**src/design/assert_macros.svh**
```systemverilog
// Assertion helpers shared by the RTL. Every check is sampled on the rising
// clock edge and is switched off while the asynchronous reset is asserted.
`ifndef ASSERT_MACROS_SVH
`define ASSERT_MACROS_SVH

// Same-cycle implication.
`define ASSERT_IMPL(lbl, pre, post, msg) \
	lbl: assert property (@(posedge clk) disable iff (!arst_n) (pre) |-> (post)) else $error(msg);

// Next-cycle implication.
`define ASSERT_NEXT(lbl, pre, post, msg) \
	lbl: assert property (@(posedge clk) disable iff (!arst_n) (pre) |=> (post)) else $error(msg);

`endif

```
**src/design/pllpi_pkg.sv**
```systemverilog
package pllpi_pkg;

	// Configuration register indexes.
	localparam logic [2:0] REG_PROP_GAIN  = 3'd0;
	localparam logic [2:0] REG_INT_GAIN   = 3'd1;
	localparam logic [2:0] REG_AW_GAIN    = 3'd2;
	localparam logic [2:0] REG_DERIV_GAIN = 3'd3;
	localparam logic [2:0] REG_FREQ_MAX   = 3'd4;
	localparam logic [2:0] REG_FREQ_MIN   = 3'd5;
	localparam logic [2:0] REG_PERIOD     = 3'd6;
	localparam logic [2:0] REG_OFFSET     = 3'd7;

	localparam logic signed [31:0] Q16_ONE = 32'sh0001_0000;
	localparam logic signed [31:0] S32_MAX = 32'sh7FFF_FFFF;
	localparam logic signed [31:0] S32_MIN = 32'sh8000_0000;

	typedef struct packed {
		logic               clear;
		logic signed [31:0] phase_error;
	} sample_t;

	typedef struct packed {
		logic signed [31:0] frequency;
		logic [29:0]        raw_angle;
		logic [29:0]        angle;
	} result_t;

	// Saturate a wide signed value into 32 bits.
	function automatic logic signed [31:0] sat32(input logic signed [34:0] x);
		logic signed [31:0] r;
		if (x > 35'(S32_MAX)) begin
			r = S32_MAX;
		end else if (x < 35'(S32_MIN)) begin
			r = S32_MIN;
		end else begin
			r = x[31:0];
		end
		return r;
	endfunction

	// Q16.16 product rescale: floor of product over 2^16, saturated to 32 bits.
	function automatic logic signed [31:0] q16_scale(input logic signed [66:0] p);
		logic signed [31:0] r;
		if ((p[66:47] == '0) || (p[66:47] == '1)) begin
			r = p[47:16];
		end else if (p[66]) begin
			r = S32_MIN;
		end else begin
			r = S32_MAX;
		end
		return r;
	endfunction

endpackage

```
**src/design/pll_pid_phase_integrator.sv**
```systemverilog
// Channel  | Dir | Handshake                  | Word
// sample   | in  | sample_valid/sample_ready  | pllpi_pkg::sample_t (clear, phase_error)
// result   | out | result_valid/result_ready  | pllpi_pkg::result_t (frequency, raw/angle)
// cfg      | in  | cfg_we (no wait)           | cfg_index selects, cfg_data carries value
//
// A normal word passes five times through the single 33x34 bit multiplier
// (proportional, anti-windup, integral, derivative, phase step), then through
// a clamp step and a write-back step; a word is accepted only in the idle step.
// A word with clear set goes from idle straight to write-back.
// Reset loads the register defaults and clears all loop state at once; no sweep.
// An untaken result holds the next word in write-back until the slot is free.
`include "assert_macros.svh"

module pll_pid_phase_integrator #(
	parameter int INTEGRATOR_MODE = 2
) (
	input  logic                 clk,
	input  logic                 arst_n,
	input  logic                 sample_valid,
	output logic                 sample_ready,
	input  pllpi_pkg::sample_t   sample,
	output logic                 result_valid,
	input  logic                 result_ready,
	output pllpi_pkg::result_t   result,
	input  logic                 cfg_we,
	input  logic [2:0]           cfg_index,
	input  logic [31:0]          cfg_data
);

	// Sequencer steps. Each multiplier step loads the shared product register.
	localparam logic [2:0] ST_IDLE  = 3'd0;
	localparam logic [2:0] ST_PROP  = 3'd1;
	localparam logic [2:0] ST_AW    = 3'd2;
	localparam logic [2:0] ST_INT   = 3'd3;
	localparam logic [2:0] ST_DER   = 3'd4;
	localparam logic [2:0] ST_FREQ  = 3'd5;
	localparam logic [2:0] ST_PHASE = 3'd6;
	localparam logic [2:0] ST_WB    = 3'd7;

	// Any mode other than forward or backward Euler behaves as trapezoidal.
	localparam bit MODE_FWD  = (INTEGRATOR_MODE == 0);
	localparam bit MODE_BWD  = (INTEGRATOR_MODE == 1);
	localparam bit MODE_TRAP = !MODE_FWD && !MODE_BWD;

	logic [2:0] state_q;

	// Configuration registers.
	logic signed [31:0] prop_gain_q, int_gain_q, aw_gain_q, deriv_gain_q;
	logic signed [31:0] freq_max_q, freq_min_q;
	logic [31:0]        period_q;
	logic [29:0]        offset_q;

	// Loop state.
	logic signed [31:0] integral_q, last_prop_q, sat_error_q, last_freq_q, freq_q;
	logic [29:0]        phase_acc_q;

	// Working registers of the current word.
	logic               clear_q;
	logic signed [31:0] err_q, up_q, aw_term_q;
	logic signed [66:0] prod_q;
	logic               result_valid_q;
	pllpi_pkg::result_t result_q;

	// Shared multiplier operands.
	logic signed [32:0] mul_a;
	logic signed [33:0] mul_b;
	logic signed [66:0] mul_p;

	logic signed [32:0] prop_diff;
	logic signed [32:0] freq_sum;
	logic signed [31:0] scaled;
	logic signed [34:0] int_sum;
	logic signed [34:0] raw_sum;
	logic signed [34:0] freq_lim;
	logic signed [31:0] freq_new;
	logic [29:0]        delta;
	logic [29:0]        phase_new;
	logic               wb_go;

	assign sample_ready = (state_q == ST_IDLE);
	assign result_valid = result_valid_q;
	assign result       = result_q;
	assign wb_go        = (state_q == ST_WB) && (!result_valid_q || result_ready);

	assign prop_diff = 33'(up_q) - 33'(last_prop_q);
	assign freq_sum  = 33'(freq_q) + 33'(last_freq_q);
	assign scaled    = pllpi_pkg::q16_scale(prod_q);

	always_comb begin
		unique case (state_q)
			ST_IDLE, ST_PROP: begin
				mul_a = 33'(prop_gain_q);
				mul_b = 34'(err_q);
			end
			ST_AW: begin
				mul_a = 33'(aw_gain_q);
				mul_b = 34'(sat_error_q);
			end
			ST_INT: begin
				mul_a = 33'(int_gain_q);
				mul_b = 34'(up_q);
			end
			ST_DER: begin
				mul_a = 33'(deriv_gain_q);
				mul_b = 34'(prop_diff);
			end
			ST_FREQ, ST_PHASE, ST_WB: begin
				// Sample period is unsigned; a zero top bit keeps it positive.
				mul_a = {1'b0, period_q};
				if (MODE_FWD) begin
					mul_b = 34'(last_freq_q);
				end else if (MODE_BWD) begin
					mul_b = 34'(freq_q);
				end else begin
					mul_b = 34'(freq_sum);
				end
			end
		endcase
	end

	assign mul_p = 67'(mul_a) * 67'(mul_b);

	// Regulator arithmetic that follows each rescaled product.
	always_comb begin
		int_sum  = 35'(integral_q) + 35'(scaled) + 35'(aw_term_q);
		raw_sum  = 35'(up_q) + 35'(integral_q) + 35'(scaled);
		freq_lim = raw_sum;
		if (freq_lim > 35'(freq_max_q)) begin
			freq_lim = 35'(freq_max_q);
		end
		if (freq_lim < 35'(freq_min_q)) begin
			freq_lim = 35'(freq_min_q);
		end
		freq_new = freq_lim[31:0];
	end

	// Phase step: bits of the modular product, taken one position higher for the
	// trapezoidal rule since it sums two samples and halves them.
	always_comb begin
		if (MODE_TRAP) begin
			delta = prod_q[48:19];
		end else begin
			delta = prod_q[47:18];
		end
		phase_new = phase_acc_q + delta;
	end

	// Control, configuration and loop state.
	always_ff @(posedge clk or negedge arst_n) begin
		if (!arst_n) begin
			state_q        <= ST_IDLE;
			result_valid_q <= 1'b0;
			prop_gain_q    <= pllpi_pkg::Q16_ONE;
			int_gain_q     <= '0;
			aw_gain_q      <= '0;
			deriv_gain_q   <= '0;
			freq_max_q     <= pllpi_pkg::S32_MAX;
			freq_min_q     <= pllpi_pkg::S32_MIN;
			period_q       <= '0;
			offset_q       <= '0;
			integral_q     <= '0;
			last_prop_q    <= '0;
			sat_error_q    <= '0;
			last_freq_q    <= '0;
			freq_q         <= '0;
			phase_acc_q    <= '0;
		end else begin
			if (cfg_we) begin
				unique case (cfg_index)
					pllpi_pkg::REG_PROP_GAIN:  prop_gain_q  <= cfg_data;
					pllpi_pkg::REG_INT_GAIN:   int_gain_q   <= cfg_data;
					pllpi_pkg::REG_AW_GAIN:    aw_gain_q    <= cfg_data;
					pllpi_pkg::REG_DERIV_GAIN: deriv_gain_q <= cfg_data;
					pllpi_pkg::REG_FREQ_MAX:   freq_max_q   <= cfg_data;
					pllpi_pkg::REG_FREQ_MIN:   freq_min_q   <= cfg_data;
					pllpi_pkg::REG_PERIOD:     period_q     <= cfg_data;
					pllpi_pkg::REG_OFFSET:     offset_q     <= cfg_data[29:0];
				endcase
			end

			// A new result may land in the same cycle as the old one is taken.
			if (wb_go) begin
				result_valid_q <= 1'b1;
			end else if (result_ready) begin
				result_valid_q <= 1'b0;
			end

			unique case (state_q)
				ST_IDLE: begin
					if (sample_valid) begin
						state_q <= sample.clear ? ST_WB : ST_PROP;
					end
				end
				ST_PROP:  state_q <= ST_AW;
				ST_AW:    state_q <= ST_INT;
				ST_INT:   state_q <= ST_DER;
				ST_DER: begin
					integral_q <= pllpi_pkg::sat32(int_sum);
					state_q    <= ST_FREQ;
				end
				ST_FREQ: begin
					freq_q      <= freq_new;
					sat_error_q <= pllpi_pkg::sat32(freq_lim - raw_sum);
					last_prop_q <= up_q;
					state_q     <= ST_PHASE;
				end
				ST_PHASE: state_q <= ST_WB;
				ST_WB: begin
					if (wb_go) begin
						state_q <= ST_IDLE;
						if (clear_q) begin
							// The saturation error survives a clear.
							integral_q  <= '0;
							last_prop_q <= '0;
							phase_acc_q <= '0;
							last_freq_q <= '0;
						end else begin
							phase_acc_q <= phase_new;
							if (!MODE_BWD) begin
								last_freq_q <= freq_q;
							end
						end
					end
				end
			endcase
		end
	end

	// Working data of the current word.
	always_ff @(posedge clk) begin
		if (sample_ready && sample_valid) begin
			clear_q <= sample.clear;
			err_q   <= sample.phase_error;
		end
		if (state_q == ST_AW) begin
			up_q <= scaled;
		end
		if (state_q == ST_INT) begin
			aw_term_q <= scaled;
		end
		if ((state_q != ST_IDLE) && (state_q != ST_FREQ) && (state_q != ST_WB)) begin
			prod_q <= mul_p;
		end else if (state_q == ST_FREQ) begin
			// Derivative product is consumed this cycle; the phase product needs the new
			// frequency outside forward Euler mode, so it is formed in the phase step.
			prod_q <= prod_q;
		end
		if (wb_go) begin
			if (clear_q) begin
				result_q <= '0;
			end else begin
				result_q.frequency <= freq_q;
				result_q.raw_angle <= phase_new;
				result_q.angle     <= phase_new + offset_q;
			end
		end
	end

	`ASSERT_NEXT(a_one_word_at_a_time, sample_valid && sample_ready, !sample_ready,
		"sequencer accepted a second word while busy")
	`ASSERT_IMPL(a_raw_angle_tracks_acc, result_valid_q && (state_q == ST_IDLE),
		result_q.raw_angle == phase_acc_q, "raw angle differs from phase accumulator")
	`ASSERT_NEXT(a_writeback_leaves, wb_go, (state_q == ST_IDLE) && result_valid_q,
		"write-back did not deliver a result")

endmodule
```
**config.mk**
```make
export PLATFORM = sky130hd
export DESIGN_NAME = pll_pid_phase_integrator
export DESIGN_NICKNAME = d
export VERILOG_FILES = /design/src/design/pllpi_pkg.sv /design/src/design/pll_pid_phase_integrator.sv
export VERILOG_INCLUDE_DIRS = /design/src /design/src/design
export SDC_FILE = /design/constraint.sdc
export NUM_CORES = 2
export LEC_CHECK = 0
export BUFFER_PORTS_ARGS = -buffer_cell sky130_fd_sc_hd__buf_4
export CAP_MARGIN = 20
export CORE_MARGIN = 2
export CORE_UTILIZATION = 60
export DETAILED_ROUTE_END_ITERATION = 16
export GPL_TIMING_DRIVEN = 0
export PLACE_DENSITY = 0.77
export RECOVER_POWER = 25
export SLEW_MARGIN = 20
export SYNTH_ARGS = -nofsm -noshare
export SYNTH_HDL_FRONTEND = slang
export SYNTH_SLANG_ARGS = --single-unit
```
**constraint.sdc**
```tcl
create_clock -name clk -period 23.5 [get_ports clk]
set_input_delay 3.525 -clock clk [delete_from_list [all_inputs] [get_ports clk]]
set_output_delay 3.525 -clock clk [all_outputs]
set_load 0.05 [all_outputs]
```
* After elaboration in Yosys (flattened, before gate mapping)
Cells that the tools add are included.
** Operators by class
- Add/subtract/negate cells :: 9
- $lt $le $gt $ge :: 6
- Eq/ne operators :: 20
- Reduce and logical (&&, ||, !) cells :: 28
- Multiplexer cells :: 22
- Multiply operators :: 1
** Operators with widths (number)
- two-way mux 32 bit :: 9
- one-hot mux 34 bit (5 select lines) :: 1
- one-hot mux 33 bit (5 select lines) :: 1
- one-hot mux 32 bit (2 select lines) :: 2
- adder 32 x 32 -> 33 bit :: 3
- two-way mux 35 bit :: 2
- adder 33 x 32 -> 34 bit :: 2
- multiplier 33 x 34 -> 67 bit :: 1
- adder 30 bit :: 2
- greater-than comparator 35 x 32 -> 1 bit, second input constant :: 1
- less-than comparator 35 x 32 -> 1 bit :: 1
- less-than comparator 35 x 32 -> 1 bit, second input constant :: 1
- subtractor 35 x 34 -> 35 bit :: 1
- greater-than comparator 34 x 32 -> 1 bit :: 1
- greater-than comparator 34 x 32 -> 1 bit, second input constant :: 1
- less-than comparator 34 x 32 -> 1 bit, second input constant :: 1
- subtractor 32 x 32 -> 33 bit :: 1
- two-way mux 30 bit :: 1
- equality test 3 bit, second input constant :: 8
- one-hot mux 3 bit (8 select lines) :: 1
- equality test 20 bit, second input constant :: 1
- zero test 20 bit :: 1
- AND reduction 2 bit :: 10
- equality test 3 x 2 -> 1 bit, second input constant :: 4
- 14 further kinds :: 29
** Word-level totals
- Output and inout bits :: 94
- Logic and storage cells :: 110
- Input bits :: 73
- Register bits after elaboration :: 704

* Logic depth before layout (Yosys ltp)
- Depth after elaboration :: 12
- Depth in mapped cells :: 62
- Mapped depth without buffers :: 57

* Worst setup path before layout
OpenSTA, ideal clock, no wires.
- Path kind :: register to register
- Start point :: register prod_q[48]
- End point :: register sat_error_q[12]
- Cell stages (with the launch flop) :: 58
- Arrival time :: 11.819 ns
- Setup time :: 0.139 ns
- Period minus slack after synthesis :: 11.957 ns
- Data required time :: 23.361 ns
- Path slack :: 11.543 ns
- Path buffers :: 7
- Path through :: edfxtp_1 nand4_1 or3_1 nor3_1 a31oi_1 and2_1 clkbuf_1 clkbuf_1 nor2_1 fa_1 ha_1 clkbuf_1 a21o_1 a21oi_1 nor2b_1 nor4bb_1 a21oi_1 a31oi_1 [... 22 more ...] mux2i_1 clkbuf_1 clkbuf_1 o22ai_1 ha_1 fa_1 nor2b_1 o31a_1 o211ai_1 a21oi_1 a21oi_1 o21a_1 o221a_2 xnor2_1 or4_1 o21ai_1 buf_2 a22oi_1
** Between the ends
- Longest elaborated chain between the ends :: 12
- Elaborated cells between the ends (all ways) :: 14
- Those cells by class :: add/sub: 2; order compare: 4; eq/ne: 1; mux: 5; reduce/logical: 2
** RTL lines
- from (decl) :: RTL line pll_pid_phase_integrator.sv:60 : logic signed [66:0] prod_q;
- from (signal assigned) :: RTL line pll_pid_phase_integrator.sv:242 : prod_q <= mul_p;
- from (signal assigned) :: RTL line pll_pid_phase_integrator.sv:246 : prod_q <= prod_q;
- equality test 20 bit / zero test 20 bit (equally long branches) :: RTL line pllpi_pkg.sv:44 : if ((p[66:47] == '0) || (p[66:47] == '1)) begin
- logical OR 1 bit (*) :: RTL line pllpi_pkg.sv:44
- two-way mux 32 bit (*) :: RTL line pllpi_pkg.sv:44
- via scaled[13] :: RTL line pll_pid_phase_integrator.sv:71 : logic signed [31:0] scaled;
- adder 33 x 32 -> 34 bit (*) :: RTL line pll_pid_phase_integrator.sv:126 : raw_sum = 35'(up_q) + 35'(integral_q) + 35'(scaled);
- greater-than comparator 34 x 32 -> 1 bit :: RTL line pll_pid_phase_integrator.sv:128 : if (freq_lim > 35'(freq_max_q)) begin
- two-way mux 35 bit :: RTL line pll_pid_phase_integrator.sv:128
- less-than comparator 35 x 32 -> 1 bit :: RTL line pll_pid_phase_integrator.sv:131 : if (freq_lim < 35'(freq_min_q)) begin
- two-way mux 35 bit :: RTL line pll_pid_phase_integrator.sv:131
- subtractor 35 x 34 -> 35 bit (*) :: RTL line pll_pid_phase_integrator.sv:203 : sat_error_q <= pllpi_pkg::sat32(freq_lim - raw_sum);
- less-than comparator 35 x 32 -> 1 bit :: RTL line pllpi_pkg.sv:33 : end else if (x < 35'(S32_MIN)) begin
- two-way mux 32 bit :: RTL line pllpi_pkg.sv:33
- two-way mux 32 bit (*) :: RTL line pllpi_pkg.sv:31 : if (x > 35'(S32_MAX)) begin
- to (signal assigned) :: RTL line pll_pid_phase_integrator.sv:203
- to (decl) :: RTL line pll_pid_phase_integrator.sv:54 : logic signed [31:0] integral_q, last_prop_q, sat_error_q, last_freq_q, freq_q;
Mark *: on every way through the listed nets, which the timed path passes. The rest lies on a longest branch.
A chain may end at the register's enable or synchronous reset.

* Final worst setup path
- Start point :: register prod_q[66]
- End point :: register sat_error_q[20]
** Between the ends
- Longest elaborated chain between the ends :: 12
- Elaborated cells between the ends (all ways) :: 15
- Those cells by class :: add/sub: 2; order compare: 4; eq/ne: 1; mux: 6; reduce/logical: 2
** RTL lines (RTL line)
- equality test 20 bit / zero test 20 bit (equally long branches) :: pllpi_pkg.sv:44
- logical OR 1 bit :: pllpi_pkg.sv:44
- two-way mux 32 bit (*) :: pllpi_pkg.sv:44
- via scaled[13] :: pll_pid_phase_integrator.sv:71
- adder 33 x 32 -> 34 bit (*) :: pll_pid_phase_integrator.sv:126
- greater-than comparator 34 x 32 -> 1 bit :: pll_pid_phase_integrator.sv:128
- two-way mux 35 bit :: pll_pid_phase_integrator.sv:128
- less-than comparator 35 x 32 -> 1 bit :: pll_pid_phase_integrator.sv:131
- two-way mux 35 bit :: pll_pid_phase_integrator.sv:131
- subtractor 35 x 34 -> 35 bit (*) :: pll_pid_phase_integrator.sv:203
- less-than comparator 35 x 32 -> 1 bit :: pllpi_pkg.sv:33
- two-way mux 32 bit :: pllpi_pkg.sv:33
- two-way mux 32 bit (*) :: pllpi_pkg.sv:31
Marks and branches as above.

==> impl_metrics.toml <==
[timing]
final.period_utilization_pct = 79.33
slew_viol_final = 208
max_slew_margin_pct = -273.1
period_needed_ns = 18.64
worst_pin_slew_ns = 5.596
rsz0062_at_grt = "no"
finalSetupTns_ns = 0
fin_skew_ns = 0.07713
final-hold-violation-count = 0
fmaxAchievable_mhz = 53.64
setup_viol = 0

[place]
dpl-instance-area_um2 = 83760
gp_congestion = 1.077
place_hpwl_um = 240100
io_buffers = 163

[detailed_routing]
ant_nets = 0
dr.first_iter.drc_count = 7623
drt_wl_total_um = 292700
drc = 0
via_count = 64660
firstDrtPassIters = 8
routedWlPerCell_um = 28.67
avgViaCountPerCell = 6.332

[clock_network]
cts_htree_levels = 3
postCtsHoldBufs = 0
cts_resized = 0
path_clk_slew_ns = 0.06
cts_tree = "yes"
numClockSinks = 688
root_buffer = "clkbuf_16"
cts_buffers = 78
clk_latency_ns = 0.72
cts_setup_buffers = 0
cts_max_path_buffers = 3

[floorplan]
fp.coreArea_um2 = 131600
floorplan.initialDensity_pct = 60.54
die_y_um = 368.4
ios = 167
rows = 133
die_w_um = 368.4
die_area_um2 = 135700

[layout]
syn2layout_area_growth_pct = 8.435
nets = 10170
layout-drive-gt1-share_pct = 8.679
largest_reg_flops = 92
final_util_pct = 65.65
final_area_um2 = 86410

[global_route]
grt_max_degree = 104
antenna_found_initial = 44
grt_pass1_vias = 66930
grt_pass1_wl_um = 433300
overflow = 0
grt_usage_pct = 43.97

[logic_synthesis]
synth_area_um2 = 79690
ys_seq_area_share_pct = 23.16
synth_seq_cells = 688
syn_area_per_cell_um2 = 9.842
synth-edff-count = 240
synth_cells = 8097
synth-main-ff-cell = "dfrtp_1"
async_flop_share_pct = 65.12
ys_warn_count = 0
yosysUniqueCellTypes = 94
syn_nets = 9894

[critical_path]
max_stage_delay_ns = 1.85
r2r_slack_ns = 4.86
cp-endpoint = "sat_error_q[20]$_DFFE_PN0P_"
ff2ff_path_depth = 56
endpoint_kind = "register"
crit_type = "register to register"
crit_required_ns = 24.08
critPathLaunchType = "register"
crit_path_frequent_cell = "a21oi_1"
cp_slowest_cell = "a31oi_1"
arrival_ns = 19.22
worst-path-max-fanout = 10
reg2reg_from = "prod_q[66]$_DFFE_PP_"
reg2reg_to = "sat_error_q[20]$_DFFE_PN0P_"
startpoint = "prod_q[66]$_DFFE_PP_"

[run]
cap_viol_max_count = 4

[outcome]
violations = "max-capacitance violations, max-slew violations"
status = "finished with violations"

[hold_path]
hold_path.class = "register to register"
## stage by stage
step	setup slack [ns]	std cells	hold slack, ns
finish	4.857	10210	0.4804
global route	4.504	10190	0.5066
CTS	6.726	10190	0.4842
detailed placement	6.844	10050	0.4713
global placement	5.819	10020	0.4686
floorplan	11.54	8097	0.4492
## area by class of cell
class                      count  area (um^2)
sequential                   688        18460
clock inverter                45        570.5
multi-input combinational   5809        55370
clock buffer                  98         2128
tap                         1755         2196
antenna                       22        55.05
inverter                    1213         4553
buffer                       387         1483
timing repair buffer         194         1600
fill                       10590        45220
## routing by layer
metal,global-route usage (%),vias up,wire length [um]
met3,14.21,1245,37040
met5,0,-,215
met4,32.73,30,28020
li1,-,26910,-
met2,66.59,4156,127500
met1,52.63,32320,99910
## cells in the mapped netlist, types with 89 or more instances
library cell,n,area [um^2]
fa_1,1224,24500
inv_1,1211,4546
nand2_1,1160,4354
ha_1,500,6256
dfrtp_1,415,10380
a21oi_1,377,1887
nor2_1,347,1303
clkbuf_1,346,1299
mux2_2,288,3243
edfxtp_1,240,7207
o21ai_0,217,1086
a21o_1,189,1419
and2_1,184,1151
xnor2_1,147,1287
nor2b_1,98,613.1
xor2_1,89,779.5
## worst max-delay path: cells and delay by family, from the launching register on
family,cells,cell delay [ns]
flops,1,0.98
mux,1,0.23
xor+xnor,2,0.67
buf+inv,10,3.54
compound gates,21,6.60
fa+ha+maj,6,2.07
simple gates,16,4.42
## worst min path at each step
| stage | from | to | depth (start not counted) |
|---|---|---|---|
| finish | last_prop_q[5]$_DFFE_PN0P_ | last_prop_q[5]$_DFFE_PN0P_ | 2 |
| global route | phase_acc_q[27]$_DFFE_PN0P_ | phase_acc_q[27]$_DFFE_PN0P_ | 2 |
| CTS | last_prop_q[5]$_DFFE_PN0P_ | last_prop_q[5]$_DFFE_PN0P_ | 2 |
| detailed placement | last_prop_q[5]$_DFFE_PN0P_ | last_prop_q[5]$_DFFE_PN0P_ | 2 |
| global placement | last_prop_q[5]$_DFFE_PN0P_ | last_prop_q[5]$_DFFE_PN0P_ | 2 |
| floorplan | sat_error_q[31]$_DFFE_PN0P_ | sat_error_q[31]$_DFFE_PN0P_ | 2 |
## kinds of logic after synthesis
family                     synth area share, %
AOI/OAI and AO/OA                        11.00
xor gates and xnor gates                 2.594
adders and majority gates                38.60
buffers and inverters                    7.574
DFF                                      23.16
muxes                                    4.811
and+or+nand+nor                          12.26
## placed cells by master (no fill, tap or decap), types with 39 or more instances in the layout
cell,instances
nand2b_1,43
inv_1,1211
ha_1,500
a31oi_1,45
nand4_1,53
fa_1,1223
dfrtp_1,415
o21bai_1,49
a21oi_1,369
and2_1,182
a211oi_1,50
nor2_1,346
xor2_1,89
o21ai_0,216
buf_4,131
o31ai_1,39
nor3_1,81
nand3_1,69
nor2b_1,98
a21o_1,189
nand2_1,1160
o211ai_1,53
mux2i_1,59
edfxtp_1,240
clkbuf_1,368
clkbuf_16,79
mux2_2,288
xnor2_1,146
and3_1,41
Power is not shown: default switching activity piles up to over one toggle a cycle in this logic, so the estimate is an artifact.
